==> config.mk <==
export PLATFORM = sky130hd
export DESIGN_NAME = calendar_clock_counter
export DESIGN_NICKNAME = d
export VERILOG_FILES = /design/src/sv/ccc_pkg.sv /design/src/sv/ccc_step.sv /design/src/sv/ccc_check.sv /design/src/sv/calendar_clock_counter.sv
export VERILOG_INCLUDE_DIRS = /design/src /design/src/sv
export SDC_FILE = /design/constraint.sdc
export NUM_CORES = 1
export LEC_CHECK = 0
export BUFFER_PORTS_ARGS = -buffer_cell sky130_fd_sc_hd__buf_2
export CAP_MARGIN = 20
export CORE_ASPECT_RATIO = 1.2
export CORE_MARGIN = 2
export CORE_UTILIZATION = 34
export CTS_BUF_LIST = sky130_fd_sc_hd__clkbuf_8
export CTS_CLUSTER_SIZE = 30
export DETAILED_ROUTE_END_ITERATION = 6
export GPL_TIMING_DRIVEN = 0
export HOLD_SLACK_MARGIN = 0.1
export PLACE_DENSITY = 0.6
export SYNTH_ARGS = -nofsm -noshare
export SYNTH_HDL_FRONTEND = slang
export SYNTH_SLANG_ARGS = --single-unit
==> constraint.sdc <==
create_clock -name clk -period 11.1 [get_ports clk]
set_input_delay 1.665 -clock clk [delete_from_list [all_inputs] [get_ports clk]]
set_output_delay 1.665 -clock clk [all_outputs]
set_load 0.01 [all_outputs]
==> src/sv/assert_macros.svh <==
// assertion macros used by the top level rtl file of the calendar counter
// expects a clock named clk and an active-low reset named rst_n in scope
`ifndef ASSERT_MACROS_SVH
`define ASSERT_MACROS_SVH

// expression must hold at every clock edge outside reset
`define ASSERT_ALWAYS(label, expr, msg) \
    label: assert property (@(posedge clk) disable iff (!rst_n) (expr)) else $error(msg);

// consequent must hold in the cycle after the antecedent
`define ASSERT_NEXT(label, ante, cons, msg) \
    label: assert property (@(posedge clk) disable iff (!rst_n) (ante) |=> (cons)) \
        else $error(msg);

`endif

==> src/sv/ccc_pkg.sv <==
// types, constants and the month length table for the calendar counter
// no dependencies
package ccc_pkg;

    localparam logic [1:0] KIND_TICK     = 2'd0;
    localparam logic [1:0] KIND_SET_ALL  = 2'd1;
    localparam logic [1:0] KIND_SET_DATE = 2'd2;

    localparam logic [6:0]  MAX_SECOND = 7'd59;
    localparam logic [6:0]  MAX_MINUTE = 7'd59;
    localparam logic [5:0]  MAX_HOUR   = 6'd23;
    localparam logic [4:0]  MAX_MONTH  = 5'd12;
    localparam logic [13:0] MAX_YEAR   = 14'd9999;

    // february always 28 days
    localparam logic [4:0] MONTH_DAYS [0:11] = '{
        5'd31, 5'd28, 5'd31, 5'd30, 5'd31, 5'd30,
        5'd31, 5'd31, 5'd30, 5'd31, 5'd30, 5'd31
    };

    typedef struct packed {
        logic [1:0]  kind;
        logic [5:0]  new_second;
        logic [5:0]  new_minute;
        logic [4:0]  new_hour;
        logic [4:0]  new_day;
        logic [3:0]  new_month;
        logic [13:0] new_year;
    } req_t;

    typedef struct packed {
        logic [5:0]  cur_second;
        logic [5:0]  cur_minute;
        logic [4:0]  cur_hour;
        logic [4:0]  cur_day;
        logic [3:0]  cur_month;
        logic [13:0] cur_year;
        logic        time_valid;
        logic        minute_event;
        logic        day_event;
    } rsp_t;

    typedef struct packed {
        logic [5:0]  second;
        logic [5:0]  minute;
        logic [4:0]  hour;
        logic [4:0]  day;
        logic [3:0]  month;
        logic [13:0] year;
    } cal_state_t;

    typedef struct packed {
        cal_state_t state;
        logic       minute_event;
        logic       day_event;
    } step_out_t;

    // month outside one to twelve counts as 31 days
    function automatic logic [4:0] days_in(input logic [3:0] month);
        logic [4:0] len;
        len = 5'd31;
        if (month >= 4'd1 && month <= 4'd12)
        begin
            len = MONTH_DAYS[month - 4'd1];
        end
        return len;
    endfunction

endpackage

==> src/sv/ccc_step.sv <==
// next-state logic for one beat: tick carry cascade or set load
// depends on ccc_pkg
module ccc_step
    import ccc_pkg::*;
(
    input  cal_state_t cur,
    input  req_t       req,
    input  logic       fast_mode,
    output step_out_t  step
);

    logic [6:0]  sec_inc;
    logic [6:0]  min_inc;
    logic [5:0]  hour_inc;
    logic [5:0]  day_inc;
    logic [4:0]  month_inc;
    logic        sec_wrap;
    logic        min_wrap;
    logic        hour_wrap;
    logic        day_wrap;
    logic        month_wrap;
    logic        adv_min;
    logic        adv_hour;
    logic        adv_day;
    logic        adv_month;
    logic        adv_year;
    cal_state_t  ticked;

    always_comb
    begin
        sec_inc   = {1'b0, cur.second} + 7'd1;
        min_inc   = {1'b0, cur.minute} + 7'd1;
        hour_inc  = {1'b0, cur.hour} + 6'd1;
        day_inc   = {1'b0, cur.day} + 6'd1;
        month_inc = {1'b0, cur.month} + 5'd1;

        sec_wrap   = sec_inc > MAX_SECOND;
        min_wrap   = min_inc > MAX_MINUTE;
        hour_wrap  = hour_inc > MAX_HOUR;
        day_wrap   = day_inc > {1'b0, days_in(cur.month)};
        month_wrap = month_inc > MAX_MONTH;

        adv_min   = fast_mode || sec_wrap;
        adv_hour  = adv_min && min_wrap;
        adv_day   = adv_hour && hour_wrap;
        adv_month = adv_day && day_wrap;
        adv_year  = adv_month && month_wrap;

        ticked = cur;
        if (!fast_mode)
        begin
            ticked.second = sec_wrap ? 6'd0 : sec_inc[5:0];
        end
        if (adv_min)
        begin
            ticked.minute = min_wrap ? 6'd0 : min_inc[5:0];
        end
        if (adv_hour)
        begin
            ticked.hour = hour_wrap ? 5'd0 : hour_inc[4:0];
        end
        if (adv_day)
        begin
            ticked.day = day_wrap ? 5'd1 : day_inc[4:0];
        end
        if (adv_month)
        begin
            ticked.month = month_wrap ? 4'd1 : month_inc[3:0];
        end
        if (adv_year)
        begin
            ticked.year = (cur.year >= MAX_YEAR) ? 14'd0 : cur.year + 14'd1;
        end

        step.state        = cur;
        step.minute_event = 1'b0;
        step.day_event    = 1'b0;
        case (req.kind)
            KIND_TICK:
            begin
                step.state        = ticked;
                step.minute_event = adv_min;
                step.day_event    = adv_day;
            end
            KIND_SET_ALL:
            begin
                step.state.second = req.new_second;
                step.state.minute = req.new_minute;
                step.state.hour   = req.new_hour;
                step.state.day    = req.new_day;
                step.state.month  = req.new_month;
                step.state.year   = req.new_year;
            end
            KIND_SET_DATE:
            begin
                step.state.day   = req.new_day;
                step.state.month = req.new_month;
                step.state.year  = req.new_year;
            end
            default:
            begin
                step.state = cur;
            end
        endcase
    end

endmodule

==> src/sv/ccc_check.sv <==
// calendar range check on a counter state, year not checked
// depends on ccc_pkg
module ccc_check
    import ccc_pkg::*;
(
    input  cal_state_t state,
    output logic       time_valid
);

    logic month_ok;
    logic day_ok;
    logic clock_ok;

    always_comb
    begin
        month_ok   = ({1'b0, state.month} >= 5'd1) && ({1'b0, state.month} <= MAX_MONTH);
        day_ok     = (state.day >= 5'd1) && (state.day <= days_in(state.month));
        clock_ok   = ({1'b0, state.second} <= MAX_SECOND)
                  && ({1'b0, state.minute} <= MAX_MINUTE)
                  && ({1'b0, state.hour} <= MAX_HOUR);
        time_valid = month_ok && day_ok && clock_ok;
    end

endmodule

==> src/sv/calendar_clock_counter.sv <==
// top level of the calendar counter: beat registers, counter state, output register
// depends on ccc_pkg, ccc_step, ccc_check and assert_macros.svh
`include "assert_macros.svh"

// Calendar clock counter without leap years. A request beat either ticks the
// clock (one second, or one minute when fast_mode is set) or loads the full
// time or the date only, with no range check; kind 3 changes nothing. Every
// request beat gives exactly one response beat with the counters after the
// request, a range flag and minute/day rollover pulses. Reset leaves
// 00:00:00 on day 1, month 1, year 0 with fast_mode clear. Throughput is one
// beat per clock while the response side is not stalled. The request beat
// waits in the request register, then one pass through the second-to-year
// carry cascade lands it in the counter state and response register once
// that register is free or drained. The request side keeps taking beats
// while a response waits, as long as the request register can hand its
// beat on; with a stalled response one more beat fits into an empty request
// register. fast_mode is to be written through cfg_we/cfg_wdata only while
// no beat is in flight; the block itself does not enforce this.
module calendar_clock_counter
    import ccc_pkg::*;
(
    input  logic clk,
    input  logic rst_n,

    input  logic cfg_we,
    input  logic cfg_wdata,

    input  logic req_valid,
    output logic req_ready,
    input  req_t req,

    output logic rsp_valid,
    input  logic rsp_ready,
    output rsp_t rsp
);

    // request stage
    logic       req_valid_reg;
    req_t       req_reg;
    // calendar counters and mode
    cal_state_t state_reg;
    logic       fast_mode_reg;
    // response stage
    logic       rsp_valid_reg;
    rsp_t       rsp_reg;

    logic       advance;
    step_out_t  step;
    logic       time_valid;
    rsp_t       rsp_next;

    // terms for the checks at the end
    logic       day_at_midnight;
    logic       rsp_in_step;
    logic       set_advance;
    logic       rsp_no_events;

    // request register moves on when the response register is free or drained
    assign advance   = req_valid_reg && (!rsp_valid_reg || rsp_ready);
    assign req_ready = !req_valid_reg || advance;

    ccc_step u_step (
        .cur       (state_reg),
        .req       (req_reg),
        .fast_mode (fast_mode_reg),
        .step      (step)
    );

    // range flag is taken on the state after this beat
    ccc_check u_check (
        .state      (step.state),
        .time_valid (time_valid)
    );

    always_comb
    begin
        rsp_next.cur_second   = step.state.second;
        rsp_next.cur_minute   = step.state.minute;
        rsp_next.cur_hour     = step.state.hour;
        rsp_next.cur_day      = step.state.day;
        rsp_next.cur_month    = step.state.month;
        rsp_next.cur_year     = step.state.year;
        rsp_next.time_valid   = time_valid;
        rsp_next.minute_event = step.minute_event;
        rsp_next.day_event    = step.day_event;
    end

    // control and counter state
    always_ff @(posedge clk or negedge rst_n)
    begin
        if (!rst_n)
        begin
            req_valid_reg    <= 1'b0;
            rsp_valid_reg    <= 1'b0;
            fast_mode_reg    <= 1'b0;
            state_reg.second <= 6'd0;
            state_reg.minute <= 6'd0;
            state_reg.hour   <= 5'd0;
            state_reg.day    <= 5'd1;
            state_reg.month  <= 4'd1;
            state_reg.year   <= 14'd0;
        end
        else
        begin
            if (cfg_we)
            begin
                fast_mode_reg <= cfg_wdata;
            end
            if (req_ready)
            begin
                req_valid_reg <= req_valid;
            end
            if (advance)
            begin
                state_reg     <= step.state;
                rsp_valid_reg <= 1'b1;
            end
            else if (rsp_ready)
            begin
                rsp_valid_reg <= 1'b0;
            end
        end
    end

    // payload registers
    always_ff @(posedge clk)
    begin
        if (req_ready && req_valid)
        begin
            req_reg <= req;
        end
        if (advance)
        begin
            rsp_reg <= rsp_next;
        end
    end

    assign rsp_valid = rsp_valid_reg;
    assign rsp       = rsp_reg;

    assign day_at_midnight = !rsp_reg.day_event
                          || (rsp_reg.minute_event && rsp_reg.cur_hour == 5'd0
                              && rsp_reg.cur_minute == 6'd0);
    assign rsp_in_step     = (rsp_reg.cur_second == state_reg.second)
                          && (rsp_reg.cur_day == state_reg.day)
                          && (rsp_reg.cur_year == state_reg.year);
    assign set_advance     = advance && (req_reg.kind != KIND_TICK);
    assign rsp_no_events   = !rsp_reg.minute_event && !rsp_reg.day_event;

    // a day rollover always comes with a minute advance at midnight
    `ASSERT_ALWAYS(a_day_implies_midnight, !rsp_valid_reg || day_at_midnight, "day event off midnight")
    // the response on display always matches the counter state in second, day and year
    `ASSERT_ALWAYS(a_rsp_tracks_state, !rsp_valid_reg || rsp_in_step, "response out of step")
    // a held request reaches the response register once it is empty
    `ASSERT_NEXT(a_req_moves_on, req_valid_reg && !rsp_valid_reg, rsp_valid_reg, "beat not handed on")
    // set beats never raise rollover pulses
    `ASSERT_NEXT(a_set_no_events, set_advance, rsp_no_events, "rollover pulse on a set beat")

endmodule
==> flow_metrics.tcl, run 1 <==
set metrics [dict create \
    ioPinCount 93 \
    io_buffers 92 \
    diodes 0 \
    finClkSkew_ps 13.58 \
    final_cell_count_no_fill 1013 \
    synth_seq_cells 128 \
    dr.pass1.iters 7 \
    syn_inst 625 \
    p_per_area_mw_per_mm2 202.7 \
    hold_viol 0 \
    wl_met3_um 855 \
    crit_path_end_kind "register" \
    switching_share 0.3496 \
    die_height_um 157.5 \
    grt_pass1_vias 5093 \
    synth_fp_nets 694 \
    grt_pass1_wl_um 27710 \
    tightest_slew_ps 856.1 \
    clkSinkCount 128 \
    seq_power_share 0.425 \
    critPathRequiredTime_ps 11390 \
    antenna_found_initial 1 \
    r2r_end "rsp[2]" \
    cp_cell_sequence "clkbuf_1 -> inv_1 -> ha_1 -> nor3b_1 -> a21oi_1 -> nor2_1 -> a221o_1 -> ha_1 -> nand2b_1 -> a221oi_1 -> maj3_1 -> nand3_1 -> nand4b_1 -> a21oi_1 -> a2bb2oi_1 -> a211oi_1 -> a31oi_1 -> ha_1 -> inv_1 -> a21oi_1 -> a21oi_1 -> and3_1 -> a22o_1 -> nor4_2" \
    hold-path-endpoint "rsp_valid" \
    synth_ff_type "edfxtp_1" \
    cts_tree "built" \
    reg2reg_slack_ps 5640 \
    cap_viol_max_count 0 \
    netlist.area_leader.share 0.3825 \
    nFillCells 1934 \
    status "finished clean" \
    wirelength_met1_um 7887 \
    synth-edff-count 85 \
    routed_wl_um 17500 \
    drt-initial-drc-count 418 \
    hold_start "req_valid_reg" \
    area_growth_pct 19.14 \
    cts_root_buffer "clkbuf_8" \
    cpMostUsedCell "a21oi_1" \
    synth_area_mm2 0.006674 \
    cts.path.max_buffers 2 \
    initial_core_util 0.3439 \
    setup_violations 0 \
    nets 808 \
    maxUsedRoutingLayer "met4" \
    vdd_ir_drop_max_uv 82.82 \
    critical_path_buf_inv_count 3 \
    cts_setup_buffers 0 \
    place_inst 981 \
    period_needed_ps 5462 \
    ant_nets 0 \
    cts_resized 0 \
    fin_tns_setup_ps 0 \
    synth.area.top_cells "edfxtp_1, dfrtp_1, o21ai_0, ha_1, nand2_1" \
    whs_path_depth 1 \
    grt_max_degree 29 \
    core-area_mm2 0.01941 \
    p_sw_mw 0.5636 \
    critPathSlowestCell "a2bb2oi_1" \
    synth-warning-count 0 \
    arrival_ps 5750 \
    p_int_mw 1.048 \
    synth.most_common_cell "edfxtp_1" \
    synth.largest_area_cell "edfxtp_1" \
    drive_gt1_frac 0.2261 \
    largest_reg_flops 43 \
    synth_area_per_cell_um2 10.68 \
    synth_cell_types 75 \
    cts_buffers 17 \
    wl_met2_um 8442 \
    seq_area_frac_synth 0.5441 \
    p_leak_nw 3.049 \
    dp_hpwl_um 12470 \
    hold_class "reg -> reg" \
    viasPerCell 5.329 \
    gr-usage-all-layers 0.1719 \
    synth_commonest_cells "edfxtp_1, o21ai_0, nand2_1" \
    reg2reg_depth 24 \
    clkTransAtPathRegs_ps 80 \
    fin_crit_sh 0.4921 \
    combPwrFrac 0.303 \
    maxSlewViolCount 0 \
    async_reset_ff_frac 0.3359 \
    fmax_ghz 0.1831 \
    finalPower_mw 1.612 \
    via_count 5398 \
    slew-limit-headroom 0.4254 \
    max_stage_delay_ps 590 \
    die_x_um 131.9 \
    clkPwrFrac 0.271 \
    overflow 0 \
    holdBufCountCts 0 \
    critPathLaunchType "register" \
    fp-row-count 56 \
    drc 0 \
    gp_congestion 0.8787 \
    cp_top_family "compound AO/OA/AOI/OAI gates" \
    die_area_mm2 0.02077 \
    clock_latency_ps 450 \
    rsz0062_at_grt "false" \
    h-tree-depth 4 \
    r2r_start "state_reg[14]" \
    worstPathMaxFanout 8 \
    wire_per_inst_um 17.28 \
    criticalPathCategory "reg -> reg" \
]
## placed cells by master (no fill, tap or decap), drive strengths merged, types with 8 or more instances in the layout
| cell type | n |
|---|---|
| o21ai | 77 |
| nand2 | 62 |
| nor2 | 40 |
| a21oi | 34 |
| dfrtp | 41 |
| buf | 108 |
| edfxtp | 85 |
| clkbuf | 39 |
| inv | 27 |
| nand3 | 21 |
| ha | 21 |
| a31oi | 13 |
| nor3 | 12 |
| a221o | 8 |
| a22oi | 12 |
| nand2b | 9 |
| mux2 | 14 |
| nor4 | 9 |
## logic make-up (layout without fill, tap and decap cells)
group | Yosys count | count (layout) | share of synthesized area
AOI/OAI and AO/OA | 194 | 194 | 0.1880
xor gates and xnor gates | 9 | 9 | 0.01181
adders and majority gates | 22 | 22 | 0.04087
buffers and inverters | 59 | 186 | 0.03656
DFF | 128 | 128 | 0.5441
muxes | 16 | 16 | 0.02662
and+or+nand+nor | 197 | 197 | 0.1520
## power by group through the flow
stage	clock network (mW)	registers (mW)	logic (mW)
finish	0.437	0.686	0.489
global route	0.466	0.698	0.542
CTS	0.446	0.684	0.488
detailed placement	0	0.693	0.486
global placement	0	0.695	0.476
floorplan	0	0.688	0.339
## area by class of cell
cell class              count  area, um^2  share of cell area
flip-flops and latches    128        3631              0.4566
multi-input cells         438        2800              0.3522
repair buffers             95       520.5             0.06546
well taps                 261       326.6             0.04107
clock buffers              17       234.0             0.02943
clock inverters            15       193.9             0.02439
plain buffers              35       155.1             0.01951
inverters                  24       90.09             0.01133
## layer usage
| metal | global-route usage | vias up |
|---|---|---|
| li1 | - | 2587 |
| met1 | 0.2236 | 2607 |
| met2 | 0.2855 | 179 |
| met5 | 0 | - |
| met3 | 0.03961 | 25 |
| met4 | 0.05383 | 0 |
## how the worst max path moves through the flow
stage | start | to | slack [ps] | depth (start not counted)
after floorplan | state_reg[14] | rsp[2] | 6550 | 24
final | state_reg[14] | rsp[2] | 5640 | 24
after CTS | state_reg[14] | rsp[2] | 5650 | 24
after detailed placement | state_reg[14] | rsp[2] | 5680 | 24
after global placement | state_reg[14] | rsp[2] | 5650 | 24
after global routing | state_reg[14] | rsp[2] | 5280 | 24
## metrics by stage
step	hold slack, ps	util	setup slack [ps]	cell area, um^2
6_report	496.4	0.4097	5638	7951
5_1_grt	536.0	0.4097	5277	7951
4_1_cts	505.0	0.4097	5655	7951
3_5_place_dp	487.5	0.3876	5683	7523
3_3_place_gp	471.7	0.3844	5654	7461
2_1_floorplan	457.2	-	6552	6674
Note: power is estimated with default switching activity, not from simulation.
==> inputs of run 2 (changes only) <==
--- a/config.mk
+++ b/config.mk
@@ -6,6 +6,7 @@
 export SDC_FILE = /design/constraint.sdc
 export NUM_CORES = 1
 export LEC_CHECK = 0
+export ABC_AREA = 1
 export BUFFER_PORTS_ARGS = -buffer_cell sky130_fd_sc_hd__buf_2
 export CAP_MARGIN = 20
 export CORE_ASPECT_RATIO = 1.2
==> constraint.sdc (replaced) <==
create_clock -name clk -period 5.56 [get_ports clk]
set_input_delay 0.834 -clock clk [delete_from_list [all_inputs] [get_ports clk]]
set_output_delay 0.834 -clock clk [all_outputs]
set_load 0.01 [all_outputs]
==> run 2 against run 1 <==
  * Critical endpoint unchanged
  * Combinational power up 120%
  * Synthesized cell count up 22%
  * Sequential share of layout area down 1.5 points
  * Die area up 4.2%
  * Worst hold slack worse by 260 ps
==> flow_metrics.tcl, run 2 <==
set metrics [dict create \
    grt_max_degree 44 \
    dp_hpwl_um 12460 \
    rsz0062_at_grt "false" \
    hold_class "in -> async" \
    design_area_mm2 0.008225 \
    layout_commonest_cell "nand2_1" \
    synth_area_mm2 0.006959 \
    synth_seq_cells 128 \
    diodes 0 \
    fin_util 0.4075 \
    syn_inst 760 \
    vdd_ir_drop_max_uv 173.7 \
    cts_buffers 17 \
    final_cell_mix "nand2_1, buf_2, edfxtp_1, inv_1, o21ai_0" \
    hold_viol 0 \
    synth_fp_nets 829 \
    period_needed_ps 4280 \
    holdBufCountCts 0 \
    ioPinCount 93 \
    die_x_um 134.6 \
    wl_met2_um 8595 \
    criticalPathCategory "reg -> reg" \
    critPathLaunchType "register" \
    status "finished clean" \
    r2r_end "rsp[2]" \
    core-area_mm2 0.02018 \
    clkSinkCount 128 \
    synth.most_common_cell "nand2_1" \
    drc 0 \
    largest_reg_flops 43 \
    clock_latency_ps 460 \
    wl_met3_um 789 \
    switching_share 0.3778 \
    cts_resized 0 \
    whs_ps 232.1 \
    via_count 5652 \
    place_area_mm2 0.007792 \
    cts_tree "built" \
    reg2reg_slack_ps 1280 \
    critPathSlowestCell "dfstp_2" \
    combPwrFrac 0.317 \
    wirelength_met1_um 7904 \
    ant_nets 0 \
    seq_power_share 0.427 \
    critPathRequiredTime_ps 5780 \
    async_reset_ff_frac 0.3359 \
    initial_core_util 0.3448 \
    synth_ff_type "edfxtp_1" \
    maxSlewViolCount 0 \
    arrival_ps 4500 \
    routed_wl_um 17580 \
    clkTransAtPathRegs_ps 80 \
    crit_path_end_kind "register" \
    fin_tns_setup_ps 0 \
    p_int_mw 2.072 \
    wire_per_inst_um 15.26 \
    cts_root_buffer "clkbuf_8" \
    synth_commonest_cells "nand2_1, edfxtp_1, inv_1" \
    io_buffers 92 \
    fmax_ghz 0.2336 \
    overflow 0 \
    seq_area_frac_synth 0.5218 \
    cpMostUsedCell "nand2_1" \
    grt_pass1_vias 5450 \
    grt_pass1_wl_um 28210 \
    p_leak_nw 3.611 \
    clkPwrFrac 0.256 \
    die_area_mm2 0.02163 \
    fin_crit_sh 0.7698 \
    max_stage_delay_ps 610 \
    nets 943 \
    setup_violations 0 \
    worstPathMaxFanout 7 \
    fp-row-count 57 \
    reg2reg_depth 31 \
    slew-limit-headroom 0.5045 \
    tightest_slew_ps 743.2 \
    synth_area_per_cell_um2 9.157 \
    synth-edff-count 85 \
    p_per_area_mw_per_mm2 404.9 \
    antenna_found_initial 0 \
    synth-warning-count 0 \
    maxUsedRoutingLayer "met4" \
    gp_congestion 0.9306 \
    synth.largest_area_cell "edfxtp_1" \
    drt-initial-drc-count 429 \
    area_growth_pct 18.19 \
    cap_viol_max_count 0 \
    cts.path.max_buffers 2 \
    viasPerCell 4.906 \
    nFillCells 2014 \
    r2r_start "state_reg[14]" \
    gr-usage-all-layers 0.1676 \
    cts_setup_buffers 0 \
    drive_gt1_frac 0.2120 \
    synth.area.top_cells "edfxtp_1, dfrtp_1, nand2_1, inv_1, o21ai_0" \
    netlist.area_leader.share 0.3668 \
    die_height_um 160.7 \
    finClkSkew_ps 12.41 \
    h-tree-depth 4 \
    synth_cell_types 49 \
    dr.pass1.iters 5 \
    p_sw_mw 1.258 \
]
run 2: cell types whose count changed after synthesis, sizes merged, moves of 8 or more:
cell | before | now
inv | 23 | 88
nor2 | 40 | 50
a21oi | 34 | 42
xor2 | 2 | 16
nand2b | 9 | 0
nand2 | 62 | 201
a221o | 8 | 0
nand3 | 21 | 51
a31oi | 13 | 2
mux2 | 14 | 0
run 2: routing by layer:
metal,global-route usage,up-vias
met5,0,-
met4,0.05167,0
met3,0.03819,19
met2,0.2790,137
met1,0.2170,2689
li1,-,2807
run 2: layout make-up:
type / count / area, um^2 / share of cell area
well taps: 265 / 331.6 / 0.04031
clock inverters: 14 / 165.2 / 0.02008
repair buffers: 95 / 520.5 / 0.06328
inverters: 89 / 334.1 / 0.04061
multi-input cells: 518 / 2874 / 0.3494
clock buffers: 18 / 247.7 / 0.03012
flip-flops and latches: 128 / 3631 / 0.4414
plain buffers: 25 / 121.4 / 0.01476
run 2: critical path, delay by kind of cell (launching register included):
kind | cells | cell delay, ps
adders and majority gates | 3 | 820
buffers and inverters | 4 | 440
DFF | 1 | 610
and+or+nand+nor | 21 | 1830
AOI/OAI and AO/OA | 3 | 330
run 2: how the worst max path moves through the flow:
stage	start	endpoint	cells after the start
2_1_floorplan	state_reg[14]	rsp[2]	31
3_3_place_gp	rsp_ready	state_reg[28]	7
3_5_place_dp	state_reg[14]	rsp[2]	31
4_1_cts	state_reg[14]	rsp[2]	31
5_1_grt	state_reg[14]	rsp[2]	31
6_report	state_reg[14]	rsp[2]	31
run 2: kinds of logic after synthesis:
kind of cell | share of synthesized area
AO/OA/AOI/OAI | 0.1401
XOR/XNOR | 0.02139
adder cells (fa/ha/maj) | 0.03776
buffers and inverters | 0.06526
flip-flops | 0.5218
AND/OR/NAND/NOR | 0.2138
run 2: power by group through the flow:
stage          logic, mW  registers (mW)  clock network, mW
2_1_floorplan      0.730            1.43                  0
3_3_place_gp        1.03            1.44                  0
3_5_place_dp        1.05            1.44                  0
4_1_cts             1.06            1.42              0.869
5_1_grt             1.21            1.45              0.910
6_report            1.06            1.42              0.853
run 2: through the flow:
stage	setup WS [ps]	instances	power [mW]
after floorplan	1789	760	2.160
after global placement	1285	1117	2.469
after detailed placement	1321	1119	2.491
after CTS	1282	1151	3.351
after global routing	773.1	1152	3.571
final	1280	1152	3.331
==> inputs of run 3 (changes only) <==
==> constraint.sdc (replaced) <==
create_clock -name clk -period 4 [get_ports clk]
set_input_delay 0.6 -clock clk [delete_from_list [all_inputs] [get_ports clk]]
set_output_delay 0.6 -clock clk [all_outputs]
set_load 0.01 [all_outputs]
==> run 3 against run 2 <==
  * First-iteration DRC count down 2.6%
  * Total power up 41%
  * Worst setup slack worse by 1200 ps
  * Clock skew up 1.6 ps
  * Sequential power up 39%
  * Sequential cell count unchanged
  * Die area unchanged
  * Largest power group unchanged
==> flow_metrics.tcl, run 3 (synthesis gave the netlist of run 2 again) <==
set metrics [dict create \
    routed_wl_um 17770 \
    status "finished clean" \
    io_buffers 92 \
    cts_buffers 17 \
    fin_util 0.4157 \
    ff_latch_area_mm2 0.003632 \
    cts_tree "built" \
    gp_congestion 0.9306 \
    cpMostUsedCell "nand2_1" \
    final_cell_mix "nand2_1, buf_2, edfxtp_1, inv_1, o21ai_0" \
    hold_class "in -> reg" \
    grt_pass1_wl_um 28300 \
    core-area_mm2 0.02018 \
    place_area_mm2 0.007792 \
    drc 0 \
    wire_per_inst_um 15.30 \
    die_x_um 134.6 \
    arrival_ps 4110 \
    cap_viol_max_count 0 \
    dp_hpwl_um 12460 \
    largest_reg_flops 43 \
    finalPower_mw 4.705 \
    nets 952 \
    cp_top_family "simple AND/OR/NAND/NOR gates" \
    reg2reg_slack_ps 110 \
    critPathRequiredTime_ps 4220 \
    critical_path_buf_inv_count 2 \
    drt-initial-drc-count 418 \
    critPathLaunchType "register" \
    initial_core_util 0.3448 \
    vdd_ir_drop_max_uv 241.5 \
    clkTransAtPathRegs_ps 80 \
    finClkSkew_ps 13.97 \
    drive_gt1_frac 0.2411 \
    fin_crit_sh 0.9724 \
    cts.path.max_buffers 2 \
    max_stage_delay_ps 570 \
    criticalPathCategory "reg -> reg" \
    clock_latency_ps 460 \
    diodes 0 \
    p_leak_nw 3.668 \
    nFillCells 1995 \
    period_needed_ps 3890 \
    maxSlewViolCount 0 \
    p_per_area_mw_per_mm2 560.7 \
    hold_viol 0 \
    multi_input_area_mm2 0.002960 \
    grt_pass1_vias 5465 \
    h-tree-depth 4 \
    place_inst 1119 \
    fp-row-count 57 \
    rsz0062_at_grt "true" \
    dr.pass1.iters 5 \
    overflow 0 \
    cts_root_buffer "clkbuf_8" \
    crit_path_end_kind "register" \
    layout_commonest_cell "nand2_1" \
    ant_nets 0 \
    fmax_ghz 0.2571 \
    critPathSlowestCell "dfstp_2" \
    final_cell_count_no_fill 1161 \
    slew-limit-headroom 0.5096 \
    worstPathMaxFanout 5 \
    die_height_um 160.7 \
    tightest_slew_ps 735.6 \
    design_area_mm2 0.008391 \
    grt_max_degree 44 \
    via_count 5707 \
    clkSinkCount 128 \
    whs_ps 309.6 \
    ioPinCount 93 \
    die_area_mm2 0.02163 \
    setup_violations 0 \
    antenna_found_initial 0 \
    viasPerCell 4.916 \
    area_growth_pct 20.57 \
    gr-usage-all-layers 0.1681 \
]
==> run 3: cell count changes in the layout (fill, tap and decap cells not counted), moves of 2 or more <==
cell,delta
nand3_1,-2
o21ai_0,-2
o21ai_1,+2
inv_1,-4
nand2_2,+7
buf_4,+8
nand2_1,-8
inv_2,+2
==> run 3: power breakdown <==
part	switching [mW]	internal (mW)	total, mW
registers	0.236	1.74	1.97
clock network	0.553	0.631	1.18
logic	0.998	0.551	1.55
total	1.79	2.92	4.70
==> run 3: path summary, 6_finish.rpt <==
kind | cells past startpoint | endpoint | startpoint
worst max-delay path | 28 | rsp[2] | state_reg[14]
worst min-delay path | 1 | req_reg[3] | req[3]
worst max register to register | 28 | rsp[2] | state_reg[14]
worst min register to register | 2 | state_reg[5] | state_reg[5]
max in group asynchronous | 3 | state_reg[14] | rst_n
min in group asynchronous | 2 | rsp_valid | rst_n
==> run 3: layout make-up <==
class,count,area share
clock inverters,14,0.01968
flip-flops and latches,128,0.4329
multi-input cells,518,0.3528
clock buffers,18,0.02953
plain buffers,25,0.01446
repair buffers,104,0.07038
inverters,89,0.04071
well taps,265,0.03952
==> run 3: metal layers <==
layer  vias up  global-route usage  routed length (um)
met2       149              0.2797                8696
met5         -                   0                   0
met3        17             0.03819                 839
met1      2706              0.2178                7954
met4         0             0.05167                 276
li1       2835                   -                   -
==> run 3: through the flow <==
stage | setup TNS, ps | setup WS (ps)
CTS | 0 | 15.91
global placement | -315.3 | -238.1
finish | 0 | 110.3
detailed placement | -238.9 | -238.9
global route | -204.9 | -204.9
floorplan | 0 | 229.0
==> run 3: what timing repair did <==
action | 4_1_cts | 5_1_grt
buffers inserted | 2 | 6
gates resized for setup | 4 | 26
endpoints found under the hold margin | 0 | 7
hold buffers | 0 | 1
setup endpoints to repair | 1 | 1
pin swaps | 1 | 18
